$ cat src/sv/tile_line_rasterizer_defines.svh
// assertion macros for the tile line rasterizer
// bodies expect clk and rst_n in the scope of the module that uses them
`ifndef TILE_LINE_RASTERIZER_DEFINES_SVH
`define TILE_LINE_RASTERIZER_DEFINES_SVH

// same-cycle implication
`define TRL_ASSERT_NOW(lbl, ante, cons, msg) \
  lbl: assert property (@(posedge clk) disable iff (!rst_n) (ante) |-> (cons)) \
    else $error(msg);

// next-cycle implication
`define TRL_ASSERT_NEXT(lbl, ante, cons, msg) \
  lbl: assert property (@(posedge clk) disable iff (!rst_n) (ante) |=> (cons)) \
    else $error(msg);

`endif

$ cat src/sv/trl_pkg.sv
// shared types, widths and codes for the tile line rasterizer
// no dependencies
package trl_pkg;

  localparam int X_W         = 7;
  localparam int Y_W         = 12;
  localparam int ERR_W       = 14;
  localparam int COLOR_W     = 2;
  localparam int TILE_SHIFT  = 3;
  localparam int TILE_PIXELS = 1 << TILE_SHIFT;
  localparam int XT_W        = X_W - TILE_SHIFT;
  localparam int YT_W        = Y_W - TILE_SHIFT;
  localparam int TILE_IDX_W  = 13;
  localparam int TILE_FULL_W = 16;
  localparam int TILES_ROW_DEF = 16;

  localparam int SEL_TX_W = 4;
  localparam int SEL_TY_W = 9;
  localparam int SEL_WD_W = 5;
  localparam int SEL_HT_W = 10;

  localparam int CFG_IDX_W  = 3;
  localparam int CFG_DATA_W = 10;

  // register indexes
  localparam logic [CFG_IDX_W-1:0] REG_SEL_ACTIVE = 3'd0;
  localparam logic [CFG_IDX_W-1:0] REG_SEL_TILE_X = 3'd1;
  localparam logic [CFG_IDX_W-1:0] REG_SEL_TILE_Y = 3'd2;
  localparam logic [CFG_IDX_W-1:0] REG_SEL_WIDTH  = 3'd3;
  localparam logic [CFG_IDX_W-1:0] REG_SEL_HEIGHT = 3'd4;

  // item functions
  localparam logic FUNC_LOAD = 1'b0;
  localparam logic FUNC_STEP = 1'b1;

  typedef struct packed {
    logic                active;
    logic [SEL_TX_W-1:0] tile_x;
    logic [SEL_TY_W-1:0] tile_y;
    logic [SEL_WD_W-1:0] width;
    logic [SEL_HT_W-1:0] height;
  } trl_sel_cfg_t;

  // current pixel and generator status
  typedef struct packed {
    logic               active;
    logic               last;
    logic [X_W-1:0]     x;
    logic [Y_W-1:0]     y;
    logic [COLOR_W-1:0] color;
    logic               check;
  } trl_pixel_t;

  typedef struct packed {
    logic                  pixel_valid;
    logic [TILE_IDX_W-1:0] tile_index;
    logic [TILE_SHIFT-1:0] in_tile_col;
    logic [TILE_SHIFT-1:0] in_tile_row;
    logic [COLOR_W-1:0]    draw_color;
    logic                  write_enable;
    logic                  last_pixel;
  } trl_result_t;

endpackage

$ cat src/sv/trl_ifs.sv
// channel interfaces: line item input, pixel word output, config writes
// depends on trl_pkg
interface trl_in_if import trl_pkg::*; ();
  logic               valid;
  logic               ready;
  logic               func;
  logic [X_W-1:0]     start_x;
  logic [Y_W-1:0]     start_y;
  logic [X_W-1:0]     finish_x;
  logic [Y_W-1:0]     finish_y;
  logic [COLOR_W-1:0] pen_color;
  logic               check_selection;

  modport source (output valid, func, start_x, start_y, finish_x, finish_y,
                  pen_color, check_selection, input ready);
  modport sink (input valid, func, start_x, start_y, finish_x, finish_y,
                pen_color, check_selection, output ready);
endinterface

interface trl_out_if import trl_pkg::*; ();
  logic                  valid;
  logic                  ready;
  logic                  pixel_valid;
  logic [TILE_IDX_W-1:0] tile_index;
  logic [TILE_SHIFT-1:0] in_tile_col;
  logic [TILE_SHIFT-1:0] in_tile_row;
  logic [COLOR_W-1:0]    draw_color;
  logic                  write_enable;
  logic                  last_pixel;

  modport source (output valid, pixel_valid, tile_index, in_tile_col, in_tile_row,
                  draw_color, write_enable, last_pixel, input ready);
  modport sink (input valid, pixel_valid, tile_index, in_tile_col, in_tile_row,
                draw_color, write_enable, last_pixel, output ready);
endinterface

interface trl_cfg_if import trl_pkg::*; ();
  logic                  valid;
  logic                  ready;
  logic [CFG_IDX_W-1:0]  index;
  logic [CFG_DATA_W-1:0] data;

  modport source (output valid, index, data, input ready);
  modport sink (input valid, index, data, output ready);
endinterface

$ cat src/sv/trl_cfg_regs.sv
// selection rectangle configuration registers
// depends on trl_pkg and trl_cfg_if
module trl_cfg_regs import trl_pkg::*; (
  input  logic         clk,
  input  logic         rst_n,
  trl_cfg_if.sink      cfg_chan,
  output trl_sel_cfg_t sel
);

  trl_sel_cfg_t sel_r;

  assign cfg_chan.ready = 1'b1;
  assign sel = sel_r;

  always_ff @(posedge clk) begin
    if (!rst_n) begin
      sel_r.active <= 1'b0;
      sel_r.tile_x <= '0;
      sel_r.tile_y <= '0;
      sel_r.width  <= SEL_WD_W'(1);
      sel_r.height <= SEL_HT_W'(1);
    end else if (cfg_chan.valid) begin
      // indexes past the list are dropped
      unique case (cfg_chan.index)
        REG_SEL_ACTIVE: sel_r.active <= cfg_chan.data[0];
        REG_SEL_TILE_X: sel_r.tile_x <= cfg_chan.data[SEL_TX_W-1:0];
        REG_SEL_TILE_Y: sel_r.tile_y <= cfg_chan.data[SEL_TY_W-1:0];
        REG_SEL_WIDTH:  sel_r.width  <= cfg_chan.data[SEL_WD_W-1:0];
        REG_SEL_HEIGHT: sel_r.height <= cfg_chan.data[SEL_HT_W-1:0];
        default: ;
      endcase
    end
  end

endmodule

$ cat src/sv/trl_stepper.sv
// bresenham state: endpoint load and one pixel advance per step word
// depends on trl_pkg
module trl_stepper import trl_pkg::*; (
  input  logic               clk,
  input  logic               rst_n,
  input  logic               take,
  input  logic               func,
  input  logic [X_W-1:0]     start_x,
  input  logic [Y_W-1:0]     start_y,
  input  logic [X_W-1:0]     finish_x,
  input  logic [Y_W-1:0]     finish_y,
  input  logic [COLOR_W-1:0] pen_color,
  input  logic               check_selection,
  output trl_pixel_t         pix
);

  logic               active_r, active_nxt;
  logic [X_W-1:0]     cur_x_r, cur_x_nxt, goal_x_r, goal_x_nxt, dx_r, dx_nxt;
  logic [Y_W-1:0]     cur_y_r, cur_y_nxt, goal_y_r, goal_y_nxt, dy_r, dy_nxt;
  logic               dxn_r, dxn_nxt, dyn_r, dyn_nxt;
  logic [ERR_W-1:0]   err_r, err_nxt;
  logic [COLOR_W-1:0] color_r, color_nxt;
  logic               check_r, check_nxt;

  logic               last;
  logic [ERR_W:0]     twice, neg_dy, dx_ext, dy_ext, err_step;
  logic               x_move, y_move;
  logic [X_W-1:0]     ld_dx;
  logic [Y_W-1:0]     ld_dy;

  assign last = (cur_x_r == goal_x_r) && (cur_y_r == goal_y_r);

  assign dx_ext = (ERR_W+1)'(dx_r);
  assign dy_ext = (ERR_W+1)'(dy_r);
  assign neg_dy = '0 - dy_ext;
  assign twice  = {err_r, 1'b0};
  assign x_move = $signed(twice) > $signed(neg_dy);
  assign y_move = $signed(twice) < $signed(dx_ext);
  assign err_step = {err_r[ERR_W-1], err_r} - (x_move ? dy_ext : '0)
                  + (y_move ? dx_ext : '0);

  assign ld_dx = (finish_x >= start_x) ? finish_x - start_x : start_x - finish_x;
  assign ld_dy = (finish_y >= start_y) ? finish_y - start_y : start_y - finish_y;

  always_comb begin
    active_nxt = active_r;
    cur_x_nxt  = cur_x_r;
    cur_y_nxt  = cur_y_r;
    goal_x_nxt = goal_x_r;
    goal_y_nxt = goal_y_r;
    dx_nxt     = dx_r;
    dy_nxt     = dy_r;
    dxn_nxt    = dxn_r;
    dyn_nxt    = dyn_r;
    err_nxt    = err_r;
    color_nxt  = color_r;
    check_nxt  = check_r;
    if (take && func == FUNC_LOAD) begin
      active_nxt = 1'b1;
      cur_x_nxt  = start_x;
      cur_y_nxt  = start_y;
      goal_x_nxt = finish_x;
      goal_y_nxt = finish_y;
      dx_nxt     = ld_dx;
      dy_nxt     = ld_dy;
      dxn_nxt    = !(start_x < finish_x);
      dyn_nxt    = !(start_y < finish_y);
      err_nxt    = ERR_W'(ld_dx) - ERR_W'(ld_dy);
      color_nxt  = pen_color;
      check_nxt  = check_selection;
    end else if (take && active_r) begin
      if (last) begin
        active_nxt = 1'b0;
      end else begin
        err_nxt = err_step[ERR_W-1:0];
        if (x_move) begin
          cur_x_nxt = dxn_r ? cur_x_r - X_W'(1) : cur_x_r + X_W'(1);
        end
        if (y_move) begin
          cur_y_nxt = dyn_r ? cur_y_r - Y_W'(1) : cur_y_r + Y_W'(1);
        end
      end
    end
  end

  always_ff @(posedge clk) begin
    if (!rst_n) begin
      active_r <= 1'b0;
      cur_x_r  <= '0;
      cur_y_r  <= '0;
      goal_x_r <= '0;
      goal_y_r <= '0;
      dx_r     <= '0;
      dy_r     <= '0;
      dxn_r    <= 1'b0;
      dyn_r    <= 1'b0;
      err_r    <= '0;
      color_r  <= '0;
      check_r  <= 1'b0;
    end else begin
      active_r <= active_nxt;
      cur_x_r  <= cur_x_nxt;
      cur_y_r  <= cur_y_nxt;
      goal_x_r <= goal_x_nxt;
      goal_y_r <= goal_y_nxt;
      dx_r     <= dx_nxt;
      dy_r     <= dy_nxt;
      dxn_r    <= dxn_nxt;
      dyn_r    <= dyn_nxt;
      err_r    <= err_nxt;
      color_r  <= color_nxt;
      check_r  <= check_nxt;
    end
  end

  assign pix.active = active_r;
  assign pix.last   = last;
  assign pix.x      = cur_x_r;
  assign pix.y      = cur_y_r;
  assign pix.color  = color_r;
  assign pix.check  = check_r;

endmodule

$ cat src/sv/trl_tile_map.sv
// pixel to tile address and selection rectangle test
// depends on trl_pkg
module trl_tile_map import trl_pkg::*; #(
  parameter int TILES_ROW = TILES_ROW_DEF
) (
  input  trl_pixel_t            pix,
  input  trl_sel_cfg_t          sel,
  output logic [TILE_IDX_W-1:0] tile_index,
  output logic                  write_enable
);

  localparam int XtN = 1 << XT_W;

  logic [XT_W-1:0]        xt, tx;
  logic [YT_W-1:0]        yt;
  logic [XT_W-1:0]        tx_lut [XtN];
  logic [XT_W-1:0]        tq_lut [XtN];
  logic [TILE_FULL_W-1:0] tile_full;
  logic [YT_W:0]          ty;
  logic [SEL_WD_W:0]      x_end;
  logic [SEL_HT_W:0]      y_end;
  logic                   in_sel;

  // tile column / row of the tile number, folded per tile column
  for (genvar g = 0; g < XtN; g++) begin : g_lut
    localparam int TxVal = g % TILES_ROW;
    localparam int TqVal = g / TILES_ROW;
    assign tx_lut[g] = XT_W'(TxVal);
    assign tq_lut[g] = XT_W'(TqVal);
  end

  assign xt = pix.x[X_W-1:TILE_SHIFT];
  assign yt = pix.y[Y_W-1:TILE_SHIFT];

  assign tile_full = TILE_FULL_W'(xt)
                   + TILE_FULL_W'(yt) * TILE_FULL_W'(TILES_ROW);
  assign tile_index = tile_full[TILE_IDX_W-1:0];

  assign tx = tx_lut[xt];
  assign ty = (YT_W+1)'(yt) + (YT_W+1)'(tq_lut[xt]);

  assign x_end = (SEL_WD_W+1)'(sel.tile_x) + (SEL_WD_W+1)'(sel.width);
  assign y_end = (SEL_HT_W+1)'(sel.tile_y) + (SEL_HT_W+1)'(sel.height);

  assign in_sel = (tx >= sel.tile_x) && ((SEL_WD_W+1)'(tx) < x_end)
               && (ty >= (YT_W+1)'(sel.tile_y)) && ((SEL_HT_W+1)'(ty) < y_end);

  assign write_enable = !(pix.check && sel.active && !in_sel);

endmodule

$ cat src/sv/tile_line_rasterizer.sv
// top level of the tile line rasterizer: channels, result register, assertions
// depends on trl_pkg, trl_ifs, trl_cfg_regs, trl_stepper, trl_tile_map
//
//   channel   dir  words
//   in_chan   in   load (endpoints, pen color, check flag) or step
//   out_chan  out  one pixel word per input word, pixel_valid 0 for load / idle step
//   cfg_chan  in   selection register writes, always ready
//
// one input word per clock while results are taken, result shown in the cycle after acceptance
// line state and the pixel address logic sit between in_chan and the result register
// in_chan is ready whenever the result register is empty or being taken
// synchronous active-low reset idles the generator and clears the selection registers, but width and height reset to 1
`include "tile_line_rasterizer_defines.svh"

module tile_line_rasterizer import trl_pkg::*; #(
  parameter int TILES_ROW = TILES_ROW_DEF
) (
  input  logic      clk,
  input  logic      rst_n,
  trl_in_if.sink    in_chan,
  trl_out_if.source out_chan,
  trl_cfg_if.sink   cfg_chan
);

  trl_sel_cfg_t          sel;
  trl_pixel_t            pix;
  logic [TILE_IDX_W-1:0] tile_index;
  logic                  write_enable;
  logic                  in_acc;
  logic                  emit;
  trl_result_t           res;
  trl_result_t           out_res_r;
  logic                  out_valid_r, out_valid_nxt;
  logic                  acc_load;
  logic                  out_empty_word;
  logic                  out_flags;

  // config registers
  trl_cfg_regs u_cfg (
    .clk      (clk),
    .rst_n    (rst_n),
    .cfg_chan (cfg_chan),
    .sel      (sel)
  );

  // line generator state
  trl_stepper u_step (
    .clk             (clk),
    .rst_n           (rst_n),
    .take            (in_acc),
    .func            (in_chan.func),
    .start_x         (in_chan.start_x),
    .start_y         (in_chan.start_y),
    .finish_x        (in_chan.finish_x),
    .finish_y        (in_chan.finish_y),
    .pen_color       (in_chan.pen_color),
    .check_selection (in_chan.check_selection),
    .pix             (pix)
  );

  // tile address and mask of the current pixel
  trl_tile_map #(
    .TILES_ROW (TILES_ROW)
  ) u_map (
    .pix          (pix),
    .sel          (sel),
    .tile_index   (tile_index),
    .write_enable (write_enable)
  );

  // accept while the result register is free or draining
  assign in_chan.ready = !out_valid_r || out_chan.ready;
  assign in_acc        = in_chan.valid && in_chan.ready;

  // a step on an armed line emits the pixel the state points at
  assign emit = (in_chan.func == FUNC_STEP) && pix.active;

  always_comb begin
    res = '0;
    if (emit) begin
      res.pixel_valid  = 1'b1;
      res.tile_index   = tile_index;
      res.in_tile_col  = pix.x[TILE_SHIFT-1:0];
      res.in_tile_row  = pix.y[TILE_SHIFT-1:0];
      res.draw_color   = pix.color;
      res.write_enable = write_enable;
      res.last_pixel   = pix.last;
    end
  end

  assign out_valid_nxt = in_acc || (out_valid_r && !out_chan.ready);

  always_ff @(posedge clk) begin
    if (!rst_n) begin
      out_valid_r <= 1'b0;
    end else begin
      out_valid_r <= out_valid_nxt;
    end
  end

  // result payload, loaded only on acceptance
  always_ff @(posedge clk) begin
    if (in_acc) begin
      out_res_r <= res;
    end
  end

  assign out_chan.valid        = out_valid_r;
  assign out_chan.pixel_valid  = out_res_r.pixel_valid;
  assign out_chan.tile_index   = out_res_r.tile_index;
  assign out_chan.in_tile_col  = out_res_r.in_tile_col;
  assign out_chan.in_tile_row  = out_res_r.in_tile_row;
  assign out_chan.draw_color   = out_res_r.draw_color;
  assign out_chan.write_enable = out_res_r.write_enable;
  assign out_chan.last_pixel   = out_res_r.last_pixel;

  // terms for the checks below
  assign acc_load       = in_acc && in_chan.func == FUNC_LOAD;
  assign out_empty_word = out_valid_r && !out_res_r.pixel_valid;
  assign out_flags      = out_res_r.write_enable || out_res_r.last_pixel;

  // a load always arms the generator
  `TRL_ASSERT_NEXT(a_load_arms, acc_load, pix.active, "load did not arm line")
  // emitting the final pixel idles the generator
  `TRL_ASSERT_NEXT(a_last_idles, in_acc && emit && pix.last, !pix.active, "line not idled")
  // every accepted word shows up as a result word
  `TRL_ASSERT_NEXT(a_acc_result, in_acc, out_valid_r, "accepted word produced no result")
  // no result word without an accepted word
  `TRL_ASSERT_NEXT(a_no_extra, !in_acc && in_chan.ready, !out_valid_r, "result word without input")
  // a word with no pixel carries no write or last flag
  `TRL_ASSERT_NOW(a_idle_clean, out_empty_word, !out_flags, "flags set on empty result")

endmodule

$ cat src/flat_wrapper.sv
// flat-port wrapper written by rule: the top's interface ports become plain ports
module tile_line_rasterizer_flat import trl_pkg::*;
#(
  parameter int TILES_ROW = TILES_ROW_DEF
)
  (clk, rst_n, in_chan_valid, in_chan_func, in_chan_start_x, in_chan_start_y, in_chan_finish_x, in_chan_finish_y, in_chan_pen_color, in_chan_check_selection, in_chan_ready, out_chan_valid, out_chan_pixel_valid, out_chan_tile_index, out_chan_in_tile_col, out_chan_in_tile_row, out_chan_draw_color, out_chan_write_enable, out_chan_last_pixel, out_chan_ready, cfg_chan_valid, cfg_chan_index, cfg_chan_data, cfg_chan_ready);
  trl_in_if in_chan_i ();
  trl_out_if out_chan_i ();
  trl_cfg_if cfg_chan_i ();
  input  logic clk;
  input  logic rst_n;
  input wire logic [$bits(in_chan_i.valid)-1:0] in_chan_valid;
  input wire logic [$bits(in_chan_i.func)-1:0] in_chan_func;
  input wire logic [$bits(in_chan_i.start_x)-1:0] in_chan_start_x;
  input wire logic [$bits(in_chan_i.start_y)-1:0] in_chan_start_y;
  input wire logic [$bits(in_chan_i.finish_x)-1:0] in_chan_finish_x;
  input wire logic [$bits(in_chan_i.finish_y)-1:0] in_chan_finish_y;
  input wire logic [$bits(in_chan_i.pen_color)-1:0] in_chan_pen_color;
  input wire logic [$bits(in_chan_i.check_selection)-1:0] in_chan_check_selection;
  output wire logic [$bits(in_chan_i.ready)-1:0] in_chan_ready;
  output wire logic [$bits(out_chan_i.valid)-1:0] out_chan_valid;
  output wire logic [$bits(out_chan_i.pixel_valid)-1:0] out_chan_pixel_valid;
  output wire logic [$bits(out_chan_i.tile_index)-1:0] out_chan_tile_index;
  output wire logic [$bits(out_chan_i.in_tile_col)-1:0] out_chan_in_tile_col;
  output wire logic [$bits(out_chan_i.in_tile_row)-1:0] out_chan_in_tile_row;
  output wire logic [$bits(out_chan_i.draw_color)-1:0] out_chan_draw_color;
  output wire logic [$bits(out_chan_i.write_enable)-1:0] out_chan_write_enable;
  output wire logic [$bits(out_chan_i.last_pixel)-1:0] out_chan_last_pixel;
  input wire logic [$bits(out_chan_i.ready)-1:0] out_chan_ready;
  input wire logic [$bits(cfg_chan_i.valid)-1:0] cfg_chan_valid;
  input wire logic [$bits(cfg_chan_i.index)-1:0] cfg_chan_index;
  input wire logic [$bits(cfg_chan_i.data)-1:0] cfg_chan_data;
  output wire logic [$bits(cfg_chan_i.ready)-1:0] cfg_chan_ready;
  assign in_chan_i.valid = in_chan_valid;
  assign in_chan_i.func = in_chan_func;
  assign in_chan_i.start_x = in_chan_start_x;
  assign in_chan_i.start_y = in_chan_start_y;
  assign in_chan_i.finish_x = in_chan_finish_x;
  assign in_chan_i.finish_y = in_chan_finish_y;
  assign in_chan_i.pen_color = in_chan_pen_color;
  assign in_chan_i.check_selection = in_chan_check_selection;
  assign in_chan_ready = in_chan_i.ready;
  assign out_chan_valid = out_chan_i.valid;
  assign out_chan_pixel_valid = out_chan_i.pixel_valid;
  assign out_chan_tile_index = out_chan_i.tile_index;
  assign out_chan_in_tile_col = out_chan_i.in_tile_col;
  assign out_chan_in_tile_row = out_chan_i.in_tile_row;
  assign out_chan_draw_color = out_chan_i.draw_color;
  assign out_chan_write_enable = out_chan_i.write_enable;
  assign out_chan_last_pixel = out_chan_i.last_pixel;
  assign out_chan_i.ready = out_chan_ready;
  assign cfg_chan_i.valid = cfg_chan_valid;
  assign cfg_chan_i.index = cfg_chan_index;
  assign cfg_chan_i.data = cfg_chan_data;
  assign cfg_chan_ready = cfg_chan_i.ready;
  tile_line_rasterizer #(.TILES_ROW(TILES_ROW)) u_core (.clk(clk), .rst_n(rst_n), .in_chan(in_chan_i), .out_chan(out_chan_i), .cfg_chan(cfg_chan_i));
endmodule
$ cat config.mk
export PLATFORM = sky130hd
export DESIGN_NAME = tile_line_rasterizer_flat
export DESIGN_NICKNAME = d
export VERILOG_FILES = /design/src/sv/trl_pkg.sv /design/src/sv/trl_ifs.sv /design/src/sv/trl_cfg_regs.sv /design/src/sv/trl_stepper.sv /design/src/sv/trl_tile_map.sv /design/src/sv/tile_line_rasterizer.sv /design/src/flat_wrapper.sv
export VERILOG_INCLUDE_DIRS = /design/src /design/src/sv
export SDC_FILE = /design/constraint.sdc
export NUM_CORES = 1
export LEC_CHECK = 0
export BUFFER_PORTS_ARGS = -buffer_cell sky130_fd_sc_hd__buf_4
export CORE_UTILIZATION = 30
export DETAILED_ROUTE_END_ITERATION = 7
export GPL_ROUTABILITY_DRIVEN = 0
export MAX_ROUTING_LAYER = met4
export PLACE_DENSITY = 0.48
export SLEW_MARGIN = 30
export SYNTH_ARGS = -nofsm -noshare
export SYNTH_HDL_FRONTEND = slang
export SYNTH_HIERARCHICAL = 1
export SYNTH_SLANG_ARGS = --single-unit
export TNS_END_PERCENT = 10
$ cat constraint.sdc
create_clock -name clk -period 7.55 [get_ports clk]
set_input_delay 0 -clock clk [delete_from_list [all_inputs] [get_ports clk]]
set_output_delay 0 -clock clk [all_outputs]
set_load 0.1 [all_outputs]
After elaboration in Yosys (flattened, before gate mapping)

Memories as Yosys holds them, arrays and structs flattened.
Cells that the tools add are included.

Input bits: 60
Bits in writable memories: 0
Output and inout port bits: 27
Memories kept: 2
Bits in latches: 0
Logic and storage cells: 121
Memory bits (read-only): 128
Bits in registers: 131

Memory list:

| memory           | depth | bits a word | read ports | clocked after Yosys merged registers in | write ports | line               | RTL |
|---|---|---|---|---|---|---|---|
| (name not given) | 16    | 4           | 1          | 0                                       | 0           | trl_tile_map.sv:40 | `assign ty = (YT_W+1)'(yt) + (YT_W+1)'(tq_lut[xt]);` |
| (name not given) | 16    | 4           | 1          | 0                                       | 0           | trl_tile_map.sv:39 | `assign tx = tx_lut[xt];` |

Muxes and demuxes: 25
Multiply operators: 0
Magnitude comparators: 11
Shifts and indexed selects: 0
Equal/unequal tests: 7
Bitwise logic cells: 2
Add/subtract/negate cells: 16
Divide/modulo/power cells: 0
Reduce and logical (&&, ||, !) cells: 33

Operators with widths:

| kind                                                                 | number |
|---|---|
| 12-bit two-way mux                                                   | 7 |
| 7-bit two-way mux                                                    | 7 |
| 14-bit two-way mux                                                   | 3 |
| 24-bit two-way mux                                                   | 1 |
| 12-bit subtractor                                                    | 2 |
| 4-bit two-way mux                                                    | 4 |
| 15-bit by 13-bit greater-than comparator with 1-bit output           | 1 |
| 15-bit by 8-bit < comparator with 1-bit output                       | 1 |
| 14-bit by 7-bit adder with 14-bit output                             | 1 |
| 2-bit AND reduction                                                  | 7 |
| 14-bit by 13-bit subtractor with 14-bit output                       | 1 |
| 7-bit subtractor                                                     | 2 |
| 4-bit by 13-bit adder with 13-bit output                             | 1 |
| 1-bit by 12-bit subtractor with 13-bit output, first input constant  | 1 |
| 7-bit by 12-bit subtractor with 13-bit output                        | 1 |
| 12-bit by 1-bit adder with 12-bit output, second input constant      | 1 |
| 12-bit == test                                                       | 1 |
| 12-bit greater-or-equal comparator                                   | 1 |
| 12-bit < comparator                                                  | 1 |
| 12-bit by 1-bit subtractor with 12-bit output, second input constant | 1 |
| 9-bit by 10-bit adder with 11-bit output                             | 1 |
| 1-bit logical AND                                                    | 11 |
| 10-bit by 11-bit < comparator with 1-bit output                      | 1 |
| 9-bit by 4-bit adder with 10-bit output                              | 1 |
| other kinds (22)                                                     | 35 |

Logic depth before layout (Yosys ltp)

Gate-level depths: netlist of run 1.

Word-level depth: 12
Gate-level depth with buffers: 27
Mapped depth without buffers: 27

Modules after synthesis

Netlist of run 1, hierarchy kept.

By module, submodules not included:

| module               | times used | seq. area each (um2) | area each (um2) | cells each |
|---|---|---|---|---|
| trl_stepper          | 1          | 1541.5               | 7538.5          | 970 |
| trl_tile_map         | 1          | 0.0                  | 1191.1          | 156 |
| trl_cfg_regs         | 1          | 580.6                | 1141.1          | 113 |
| tile_line_rasterizer | 1          | 740.7                | 953.4           | 57 |

Worst setup path before layout of run 1

Ideal clock, no wire load.

Kind: reg2reg
From: reg u_core.u_step.dy_r[2]
To: reg u_core.u_step.err_r[13]
Data arrival time: 5.678 ns
Clock period less this slack: 5.803 ns
Buffers on the path: 1
Slack: 1.747 ns
Library setup time: 0.125 ns
Data required time: 7.425 ns
Stages on the path, launching flop included: 26
Path through: dfxtp_1 or4_1 or4_1 nor3_1 xor2_1 ha_1 nand4_1 nor2_1 o21ai_1 o2111ai_1 a2111oi_0 nor3_1 clkbuf_1 and2_1 fa_1 inv_1 ha_1 nor3_1 o211ai_1 a31oi_1 nor2b_1 o21a_1 o41a_1 a31oi_1 mux2i_1 a21oi_1

Cells in the longest elaborated chain, start to end: 8

RTL lines:

| what                                                       | line               | RTL |
|---|---|---|
| from (decl)                                                | trl_stepper.sv:19  | `logic [Y_W-1:0] cur_y_r, cur_y_nxt, goal_y_r, goal_y_nxt, dy_r, dy_nxt;` |
| from (signal assigned)                                     | trl_stepper.sv:107 | `dy_r <= dy_nxt;` |
| 1-bit by 12-bit subtractor with 13-bit output              | trl_stepper.sv:35  | `assign neg_dy = '0 - dy_ext;` |
| 15-bit by 13-bit greater-than comparator with 1-bit output | trl_stepper.sv:37  | `assign x_move = $signed(twice) > $signed(neg_dy);` |
| 12-bit two-way mux *                                       | trl_stepper.sv:39  | `assign err_step = {err_r[ERR_W-1], err_r} - (x_move ? dy_ext : '0)` |
| 14-bit by 13-bit subtractor with 14-bit output *           | trl_stepper.sv:39  |  |
| 14-bit by 7-bit adder with 14-bit output *                 | trl_stepper.sv:40  | `+ (y_move ? dx_ext : '0);` |
| 14-bit two-way mux *                                       | trl_stepper.sv:72  | `if (last) begin` |
| 14-bit two-way mux *                                       | trl_stepper.sv:71  | `end else if (take && active_r) begin` |
| 14-bit two-way mux *                                       | trl_stepper.sv:58  | `if (take && func == FUNC_LOAD) begin` |
| to (signal assigned)                                       | trl_stepper.sv:110 | `err_r <= err_nxt;` |
| to (decl)                                                  | trl_stepper.sv:21  | `logic [ERR_W-1:0] err_r, err_nxt;` |

Every way passes the cells marked *; elsewhere a longest branch is shown, timed or not. The select of a mux whose other input is x is not followed.
A chain may end at the register's enable or synchronous reset.

Final worst setup path of run 1

Ends and elaborated chain as after synthesis.

==> report_table.html, run 1 <==
<table>
<tr><th>Metric</th><th>Value</th></tr>
<tr><th colspan="2">STA</th></tr>
<tr><td>Fmax</td><td>between 150 and 200 MHz</td></tr>
<tr><td>Final number of max-transition violations</td><td>0</td></tr>
<tr><td>Relative slew slack</td><td>between 30 and 40%</td></tr>
<tr><td>Worst-case clock skew</td><td>between 10 and 15 ps</td></tr>
<tr><td>Endpoints failing setup</td><td>0</td></tr>
<tr><td>Actual transition at the worst max-transition pin</td><td>935 ps</td></tr>
<tr><td>Total negative setup slack</td><td>0 ps</td></tr>
<tr><td>Crit share post-route</td><td>between 80% and 90%</td></tr>
<tr><td>Hold WS</td><td>~35 ps</td></tr>
<tr><td>Fin crit period</td><td>around 6400 ps</td></tr>
<tr><td>Final hold violation count</td><td>0</td></tr>
<tr><td>Unrepaired setup endpoints after global routing</td><td>false</td></tr>
<tr><th colspan="2">Cells and area</th></tr>
<tr><td>Ant. Diodes</td><td>0</td></tr>
<tr><td>Area of the multi-input gates</td><td>7100 um2</td></tr>
<tr><td>Most common library cell in the layout ignoring fill and taps</td><td>nand2_1</td></tr>
<tr><td>Area added between synthesis and finish</td><td>19.0%</td></tr>
<tr><td>Area taken by flip-flops and latches</td><td>2860 um2</td></tr>
<tr><td>Net count reported at finish</td><td>1608</td></tr>
<tr><td>Share of layout cells above drive strength 1</td><td>between 10% and 20%</td></tr>
<tr><td>Highest-count cells in the layout ignoring fill and taps</td><td>nand2_1, ha_1, inv_1</td></tr>
<tr><td>Final cell count without fillers</td><td>approximately 1900</td></tr>
<tr><td>Final instance area</td><td>12900 um2</td></tr>
<tr><td>Fill cell count</td><td>~3700</td></tr>
<tr><th colspan="2">Global route</th></tr>
<tr><td>Met1 Use GR</td><td>between 20% and 30%</td></tr>
<tr><td>Vias in the first global route</td><td>around 9400</td></tr>
<tr><td>Global route total overflow</td><td>0</td></tr>
<tr><td>Met2 track utilization from global routing</td><td>~31%</td></tr>
<tr><td>Pin count of the biggest net entering global routing</td><td>about 70</td></tr>
<tr><td>Initial antenna violation count</td><td>0</td></tr>
<tr><td>All-Layer GR Usage</td><td>a little under a fifth</td></tr>
<tr><td>Wire length of the first global-routing pass</td><td>51300 um</td></tr>
<tr><td>Routing layer with the top usage in global route</td><td>met2</td></tr>
<tr><td>Global routing met3 resource utilization</td><td>about 2.5%</td></tr>
<tr><th colspan="2">CTS</th></tr>
<tr><td>Register clock-pin slew on the reported worst setup and hold paths</td><td>70 ps</td></tr>
<tr><td>Post-CTS Setup Repair Bufs</td><td>0</td></tr>
<tr><td>Count of cells resized by post-cts repair</td><td>0</td></tr>
<tr><td>CTS tree</td><td>done</td></tr>
<tr><td>Clock latency at the later pin of the worst-skew pair</td><td>between 400 and 500 ps</td></tr>
<tr><td>TritonCTS Sinks</td><td>between 100 and 150</td></tr>
<tr><td>CTS Hold Bufs</td><td>59</td></tr>
<tr><td>Number of CTS-inserted buffers</td><td>17</td></tr>
<tr><td>Count of H-tree levels built during CTS</td><td>4</td></tr>
<tr><td>Root Buffer Master</td><td>clkbuf_16</td></tr>
<tr><td>Number of buffers on the longest clock path</td><td>2</td></tr>
<tr><th colspan="2">Detailed routing</th></tr>
<tr><td>Final wirelength</td><td>between 30000 and 40000 um</td></tr>
<tr><td>Detailed-route via count</td><td>9268</td></tr>
<tr><td>Number of remaining DRC errors</td><td>0</td></tr>
<tr><td>Per-cell via count in the routed design</td><td>slightly below 5</td></tr>
<tr><td>Number of nets with antenna violations after routing</td><td>0</td></tr>
<tr><td>Initial detailed-routing violation count</td><td>roughly 410</td></tr>
<tr><td>Final routed wire length divided by cell count</td><td>16.9 um</td></tr>
<tr><td>Iteration count of the initial detailed-routing pass</td><td>5</td></tr>
<tr><th colspan="2">Yosys</th></tr>
<tr><td>Share of synthesized flip-flops with an asynchronous set or reset</td><td>0%</td></tr>
<tr><td>Mapped Nets</td><td>1510</td></tr>
<tr><td>Cell count after synthesis</td><td>1296</td></tr>
<tr><td>Most used flip-flop cell after synthesis</td><td>dfxtp_1</td></tr>
<tr><td>Synth Register Bits</td><td>approximately 130</td></tr>
<tr><td>Ys Warns</td><td>6</td></tr>
<tr><td>EDFF count, synth</td><td>24</td></tr>
<tr><td>Number of unique standard cell types used by synthesis</td><td>78</td></tr>
<tr><td>Mean Syn Cell Area</td><td>around 8.4 um2</td></tr>
<tr><td>Sequential fraction of the synthesis area</td><td>26.4%</td></tr>
<tr><td>Synth Cell Area</td><td>roughly 11000 um2</td></tr>
<tr><th colspan="2">Critical path</th></tr>
<tr><td>Worst path arrival time</td><td>roughly 6700 ps</td></tr>
<tr><td>FF-to-FF setup slack</td><td>about 1200 ps</td></tr>
<tr><td>Endpoint of the lowest-slack register-to-register path</td><td>u_core/u_step/err_r[13]</td></tr>
<tr><td>Start of the worst register-to-register path</td><td>u_core/u_step/dy_r[2]</td></tr>
<tr><td>Required arrival time at the worst endpoint</td><td>7870 ps</td></tr>
<tr><td>Highest fanout seen on the critical path</td><td>11</td></tr>
<tr><td>Worst setup path startpoint</td><td>u_core/u_step/dy_r[2]</td></tr>
<tr><td>Critical Path End</td><td>u_core/u_step/err_r[13]</td></tr>
<tr><td>Kind of end point of the critical path</td><td>flop</td></tr>
<tr><td>Path depth of the worst reg2reg path</td><td>24</td></tr>
<tr><td>Setup Crit Path Kind</td><td>flop to flop</td></tr>
<tr><td>CP Launch Type</td><td>flop</td></tr>
<tr><th colspan="2">Power</th></tr>
<tr><td>Fraction of power consumed by sequential logic</td><td>~31%</td></tr>
<tr><td>Fraction of power consumed by combinational cells</td><td>~38%</td></tr>
<tr><td>Int Power</td><td>1660 uW</td></tr>
<tr><td>Switch share</td><td>approximately 37%</td></tr>
<tr><td>Peak ir drop on the vdd network</td><td>0.000105 V</td></tr>
<tr><td>Switch Pwr</td><td>991 uW</td></tr>
<tr><td>Static leakage</td><td>just under 0.006 uW</td></tr>
<tr><td>Power Density</td><td>roughly 210 nW/um2</td></tr>
<tr><td>Clock network power share</td><td>approximately a third</td></tr>
<tr><th colspan="2">Status</th></tr>
<tr><td>Run status</td><td>finished clean</td></tr>
<tr><th colspan="2">Floorplan</th></tr>
<tr><td>Vertical die dimension</td><td>around 190 um</td></tr>
<tr><td>Starting density of the core</td><td>a little under a third</td></tr>
<tr><td>Number of top-level design ports</td><td>between 80 and 90</td></tr>
<tr><td>Placement row count</td><td>between 60 and 70</td></tr>
<tr><td>Overall die width</td><td>192 um</td></tr>
<tr><td>DIE AREA</td><td>36800 um2</td></tr>
<tr><td>Placeable core area</td><td>approximately 36000 um2</td></tr>
<tr><th colspan="2">Hold path</th></tr>
<tr><td>Type of the tightest min-delay check</td><td>primary input to flop</td></tr>
<tr><th colspan="2">Job</th></tr>
<tr><td>Max-cap check violation count</td><td>0</td></tr>
<tr><th colspan="2">Place</th></tr>
<tr><td>Inst Count DP</td><td>approximately 1800</td></tr>
<tr><td>Port Buf Inserts</td><td>between 80 and 90</td></tr>
<tr><td>Standard cell area after detailed placement</td><td>around 12000 um2</td></tr>
<tr><td>Total half-perimeter wirelength after legalization and detailed placement</td><td>between 20000 and 25000 um</td></tr>
</table>
-- stage by stage --
stage,worst slack (ps),util [%],total power [uW]
2_1_floorplan,1750,-,1540
3_3_place_gp,1130,32.9,1780
5_1_grt,452,36.2,2840
4_1_cts,893,36.2,2670
3_5_place_dp,874,32.9,1790
6_report,1150,36.2,2650
-- logic make-up after synthesis --
| logic type | share of synthesized area, % |
|---|---|
| flops | 26.4 |
| other cells | 0.0346 |
| compound gates | 17.8 |
| buf+inv | 8.18 |
| simple gates | 17.3 |
| xor+xnor | 6.07 |
| fa+ha+maj | 18.9 |
| mux | 5.28 |
-- state kept, by name (all words and copies together) (netlist names), 2 cells and up --
name,cells
u_core/out_chan.in_tile_col,3
u_core/u_step/dx_r,7
u_core/u_step/err_r,14
u_core/u_cfg/sel,29
u_core/u_step/color_r,2
u_core/out_chan.in_tile_row,3
u_core/u_step/goal_y_r,12
u_core/u_step/dy_r,12
u_core/u_step/cur_x_r,7
u_core/u_step/goal_x_r,7
u_core/u_step/cur_y_r,12
u_core/out_chan.draw_color,2
u_core/out_chan.tile_index,13
-- synthesized netlist by cell type, types with 9 or more instances --
cell type / number / share of area [%]
clkbuf_1: 31 / 1.1
edfxtp_1: 24 / 6.7
dfxtp_1: 107 / 20
nand4_1: 12 / 0.69
a21oi_1: 96 / 4.4
nor2_1: 72 / 2.5
o21a_1: 9 / 0.62
a21o_1: 22 / 1.5
nor2b_1: 23 / 1.3
buf_4: 19 / 1.3
nand2b_1: 10 / 0.58
mux2i_1: 49 / 4.5
xor2_1: 42 / 3.4
a211oi_1: 23 / 1.6
fa_1: 16 / 3.0
ha_1: 138 / 16
nand3_1: 11 / 0.51
and2_1: 13 / 0.75
inv_1: 127 / 4.4
a222oi_1: 10 / 0.92
nand2_1: 150 / 5.2
or3_1: 9 / 0.52
o21ai_0: 57 / 2.6
xnor2_1: 33 / 2.7
buf_2: 12 / 0.55
and3_1: 23 / 1.3
nor3_1: 19 / 0.88
-- cell type report --
cell class / instances / area share [%]
Clock buffer: 17 / 3.30
Clock inverter: 15 / 1.21
Inverter: 128 / 3.73
Multi-Input combinational cell: 966 / 55.1
Sequential cell: 131 / 22.2
Tap cell: 461 / 4.48
Timing Repair Buffer: 150 / 9.89
-- how the worst min path moves through the flow --
stage                            startpoint                  endpoint  slack (ps)  cells past startpoint
finish                   in_chan_start_x[1]  u_core/u_step/cur_x_r[1]          40                      3
global route             in_chan_start_x[1]  u_core/u_step/cur_x_r[1]          50                      3
CTS                      in_chan_start_x[1]  u_core/u_step/cur_x_r[1]          20                      3
detailed placement  in_chan_check_selection     u_core/u_step/check_r         260                      3
global placement       in_chan_pen_color[1]  u_core/u_step/color_r[1]         250                      3
floorplan              in_chan_pen_color[0]  u_core/u_step/color_r[0]         140                      2
-- power groups by stage --
| stage | Combinational [uW] | Clock [uW] | Sequential, uW |
|---|---|---|---|
| detailed placement | 965 | 0 | 825 |
| floorplan | 694 | 0 | 848 |
| CTS | 995 | 864 | 811 |
| global placement | 955 | 0 | 826 |
| global route | 1130 | 891 | 816 |
| finish | 996 | 842 | 810 |
-- critical path, cell delays in order, from the launching register on --
cell and delay, ps:
dfxtp_1 360, or4_1 580, or4_1 480, nor3_1 220, xor2_1 170, ha_1 250
nand4_1 120, nor2_1 70, o21ai_1 90, o2111ai_1 120, a2111oi_1 750, nor3_2 270
and2_1 250, fa_1 500, inv_1 40, ha_1 240, nor3_1 180, o211ai_1 120
a31oi_1 310, nor2b_1 80, o21a_1 190, o41a_1 360, a31oi_1 230, mux2i_1 200
a21oi_1 80
-- routing by layer --
| layer | vias up | wire length (um) |
|---|---|---|
| met3 | 33 | 1000 |
| met1 | 4376 | 14800 |
| met2 | 148 | 15200 |
| met4 | 0 | 561 |
| li1 | 4711 | - |
| met5 | - | 0 |
Power figures use the tool's default switching activity.
==> inputs of run 2 (changes only) <==
--- a/config.mk
+++ b/config.mk
@@ -11,7 +11,7 @@
 export DETAILED_ROUTE_END_ITERATION = 7
 export GPL_ROUTABILITY_DRIVEN = 0
 export MAX_ROUTING_LAYER = met4
-export PLACE_DENSITY = 0.48
+export PLACE_DENSITY = 0.49
 export SLEW_MARGIN = 30
 export SYNTH_ARGS = -nofsm -noshare
 export SYNTH_HDL_FRONTEND = slang
==> constraint.sdc (replaced) <==
create_clock -name clk -period 5.67 [get_ports clk]
set_input_delay 0 -clock clk [delete_from_list [all_inputs] [get_ports clk]]
set_output_delay 0 -clock clk [all_outputs]
set_load 0.1 [all_outputs]
==> run 2 against run 1 <==
  * The run now ends with setup timing left
  * Clock-buffer cell count grew 2
  * First-iteration DRC count rose by 11%
  * Routed wire length about the same
  * Critical path type unchanged
  * Combinational power up 50%
  * Clock skew down 3.4 ps
  * Die area did not move
  * Final cell count up 1.5%
  * Sequential cell count did not move
  * Hold slack worse by 3.2 ps
==> report_table.html, run 2 (synthesized netlist as in run 1, its figures left out) <==
<table>
<tr><th>Metric</th><th>Value</th></tr>
<tr><th colspan="2">Critical path</th></tr>
<tr><td>Worst path arrival time</td><td>6060 ps (-660 ps)</td></tr>
<tr><td>FF-to-FF setup slack</td><td>-70 ps (-1220 ps)</td></tr>
<tr><td>Required arrival time at the worst endpoint</td><td>5980 ps (-1890 ps)</td></tr>
<tr><td>Kind of end point of the critical path</td><td>flop</td></tr>
<tr><td>Start of the worst register-to-register path</td><td>u_core/u_step/dy_r[4]</td></tr>
<tr><td>Path depth of the worst reg2reg path</td><td>24 (unchanged)</td></tr>
<tr><td>Highest fanout seen on the critical path</td><td>3 (-8)</td></tr>
<tr><td>Worst setup path startpoint</td><td>u_core/u_step/dy_r[4]</td></tr>
<tr><td>CP Launch Type</td><td>flop</td></tr>
<tr><td>Endpoint of the lowest-slack register-to-register path</td><td>u_core/u_step/err_r[13]</td></tr>
<tr><td>Setup Crit Path Kind</td><td>flop to flop</td></tr>
<tr><td>Critical Path End</td><td>u_core/u_step/err_r[13]</td></tr>
<tr><th colspan="2">Hold path</th></tr>
<tr><td>Type of the tightest min-delay check</td><td>primary input to flop</td></tr>
<tr><th colspan="2">STA</th></tr>
<tr><td>Relative slew slack</td><td>38.5% (+0.95 points)</td></tr>
<tr><td>Final WS setup</td><td>-72.3 ps (-1220 ps)</td></tr>
<tr><td>Crit share post-route</td><td>101% (+17 points)</td></tr>
<tr><td>Fin crit period</td><td>5740 ps (-658 ps)</td></tr>
<tr><td>Unrepaired setup endpoints after global routing</td><td>true</td></tr>
<tr><td>Fmax</td><td>174 MHz (+11%)</td></tr>
<tr><td>Actual transition at the worst max-transition pin</td><td>921 ps (-14.3 ps)</td></tr>
<tr><td>Worst-case clock skew</td><td>11.1 ps (-3.45 ps)</td></tr>
<tr><td>Endpoints failing setup</td><td>2 (+2)</td></tr>
<tr><td>Hold WS</td><td>32.2 ps (-3.23 ps)</td></tr>
<tr><td>Final hold violation count</td><td>0 (unchanged)</td></tr>
<tr><td>Final number of max-transition violations</td><td>0 (unchanged)</td></tr>
<tr><th colspan="2">CTS</th></tr>
<tr><td>TritonCTS Sinks</td><td>131 (unchanged)</td></tr>
<tr><td>Number of buffers on the longest clock path</td><td>2 (unchanged)</td></tr>
<tr><td>Register clock-pin slew on the reported worst setup and hold paths</td><td>70 ps (about the same)</td></tr>
<tr><td>Clock latency at the later pin of the worst-skew pair</td><td>430 ps (about the same)</td></tr>
<tr><td>Root Buffer Master</td><td>clkbuf_16</td></tr>
<tr><td>CTS tree</td><td>done</td></tr>
<tr><td>Number of CTS-inserted buffers</td><td>17 (unchanged)</td></tr>
<tr><td>Count of H-tree levels built during CTS</td><td>4 (unchanged)</td></tr>
<tr><th colspan="2">Detailed routing</th></tr>
<tr><td>Detailed-route via count</td><td>9461 (+2.1%)</td></tr>
<tr><td>Final routed wire length divided by cell count</td><td>16.7 um (-1.4%)</td></tr>
<tr><td>Initial detailed-routing violation count</td><td>457 (+11%)</td></tr>
<tr><td>Number of nets with antenna violations after routing</td><td>0 (unchanged)</td></tr>
<tr><td>Number of remaining DRC errors</td><td>0 (unchanged)</td></tr>
<tr><td>Iteration count of the initial detailed-routing pass</td><td>5 (unchanged)</td></tr>
<tr><td>Per-cell via count in the routed design</td><td>4.99 (+0.57%)</td></tr>
<tr><td>Final wirelength</td><td>31600 um (about the same)</td></tr>
<tr><th colspan="2">Job</th></tr>
<tr><td>Max-cap check violation count</td><td>0 (unchanged)</td></tr>
<tr><th colspan="2">Floorplan</th></tr>
<tr><td>Placeable core area</td><td>35600 um2 (unchanged)</td></tr>
<tr><td>Vertical die dimension</td><td>192 um (unchanged)</td></tr>
<tr><td>Placement row count</td><td>69 (unchanged)</td></tr>
<tr><td>Number of top-level design ports</td><td>87 (unchanged)</td></tr>
<tr><td>Overall die width</td><td>192 um (unchanged)</td></tr>
<tr><td>Starting density of the core</td><td>30.4% (unchanged)</td></tr>
<tr><td>DIE AREA</td><td>36800 um2 (unchanged)</td></tr>
<tr><th colspan="2">Place</th></tr>
<tr><td>Port Buf Inserts</td><td>85 (unchanged)</td></tr>
<tr><td>Total half-perimeter wirelength after legalization and detailed placement</td><td>23800 um (+1.1%)</td></tr>
<tr><th colspan="2">Power</th></tr>
<tr><td>Power Density</td><td>280 nW/um2 (+36%)</td></tr>
<tr><td>Static leakage</td><td>0.00598 uW (+2.8%)</td></tr>
<tr><td>Peak ir drop on the vdd network</td><td>0.000145 V (+38%)</td></tr>
<tr><th colspan="2">Cells and area</th></tr>
<tr><td>Highest-count cells in the layout ignoring fill and taps</td><td>nand2_1, ha_1, inv_1</td></tr>
<tr><td>Share of layout cells above drive strength 1</td><td>14.4% (+3.3 points)</td></tr>
<tr><td>Share of the core filled with cells</td><td>37.1% (+0.88 points)</td></tr>
<tr><td>Flip-flop count of the largest register, all copies and words added</td><td>29 (unchanged)</td></tr>
<tr><td>Fill cell count</td><td>3675 (-1.2%)</td></tr>
<tr><td>Most common library cell in the layout ignoring fill and taps</td><td>nand2_1</td></tr>
<tr><td>Ant. Diodes</td><td>0 (unchanged)</td></tr>
<tr><td>Area added between synthesis and finish</td><td>21.9%</td></tr>
<tr><td>Net count reported at finish</td><td>1636 (+1.7%)</td></tr>
<tr><th colspan="2">Status</th></tr>
<tr><td>Failing checks</td><td>setup timing</td></tr>
<tr><td>Run status</td><td>finished, violations left</td></tr>
<tr><th colspan="2">Global route</th></tr>
<tr><td>All-Layer GR Usage</td><td>18.2% (-0.25 points)</td></tr>
<tr><td>Initial antenna violation count</td><td>0 (unchanged)</td></tr>
<tr><td>Vias in the first global route</td><td>9382 (-0.60%)</td></tr>
<tr><td>Global route total overflow</td><td>0 (unchanged)</td></tr>
<tr><td>Pin count of the biggest net entering global routing</td><td>70 (-1.4%)</td></tr>
<tr><td>Wire length of the first global-routing pass</td><td>50300 um (-1.9%)</td></tr>
</table>
==> run 2: layer usage <==
metal  track usage, %  vias to the layer above  wire length (um)
met5                -                        -                 0
met4             6.41                        0               802
met3             2.59                       45              1010
met2             30.0                      168             15000
met1             22.5                     4498             14800
li1                 -                     4750                 -
==> run 2: critical path, stage by stage (launching register included) <==
cell       delay, ps
dfxtp_1          310
or4_4            550
or4_4            540
nor3_4           190
xor2_1           170
ha_1             260
nand4_1          100
nor2_1            70
o21ai_1          100
o2111ai_2        150
a2111oi_4        410
buf_4            180
nor4_2            50
fa_1             540
inv_1             50
ha_1             290
a21oi_2          180
o211ai_1         140
a31oi_2          220
nor2b_1           70
o21a_1           180
o41a_1           420
a31oi_1          190
mux2i_1          200
a21oi_1           80
==> run 2: worst min path at each step <==
stage	startpoint	end	slack, ps	depth (start not counted)
2_1_floorplan	in_chan_pen_color[0]	u_core/u_step/color_r[0]	140	2
3_3_place_gp	in_chan_pen_color[1]	u_core/u_step/color_r[1]	250	3
3_5_place_dp	in_chan_pen_color[1]	u_core/u_step/color_r[1]	260	3
4_1_cts	in_chan_start_x[1]	u_core/u_step/cur_x_r[1]	20	3
5_1_grt	in_chan_start_x[1]	u_core/u_step/cur_x_r[1]	40	3
6_report	in_chan_start_x[1]	u_core/u_step/cur_x_r[1]	30	3
==> run 2: report_power, final <==
group,total [uW],switching (uW),internal [uW]
Clock,1130,467,668
Sequential,1070,69.7,1000
Combinational,1490,834,656
==> run 2: area by class of cell <==
type                    count  area, um2  area share (%)
clock buffers              19        443            3.36
clock inverters            13        149            1.13
inverters                 128        480            3.64
multi-input cells         966       7210            54.6
flip-flops and latches    131       2860            21.7
well taps                 461        577            4.37
repair buffers            178       1470            11.2
==> run 2: repair_timing <==
| action | CTS | global route |
|---|---|---|
| hold buffers | 55 | 0 |
| gates resized for setup | 5 | 21 |
| pin swaps | 3 | 18 |
| endpoints found under the setup margin | 5 | 8 |
| setup buffers | 0 | 2 |
| hold endpoints to repair | 71 | 0 |
==> run 2: through the flow <==
| stage | cells | setup slack [ps] | total power [uW] | TNS, ps | instance area [um2] |
|---|---|---|---|---|---|
| after global placement | 1808 | -158 | 2480 | -490 | 11900 |
| after detailed placement | 1808 | -277 | 2490 | -1080 | 11900 |
| after CTS | 1895 | 27.3 | 3690 | 0 | 13100 |
| after global routing | 1896 | -384 | 3940 | -1360 | 13200 |
| final | 1896 | -72.3 | 3700 | -133 | 13200 |
| after floorplan | 1296 | 52.6 | 2060 | 0 | 10800 |
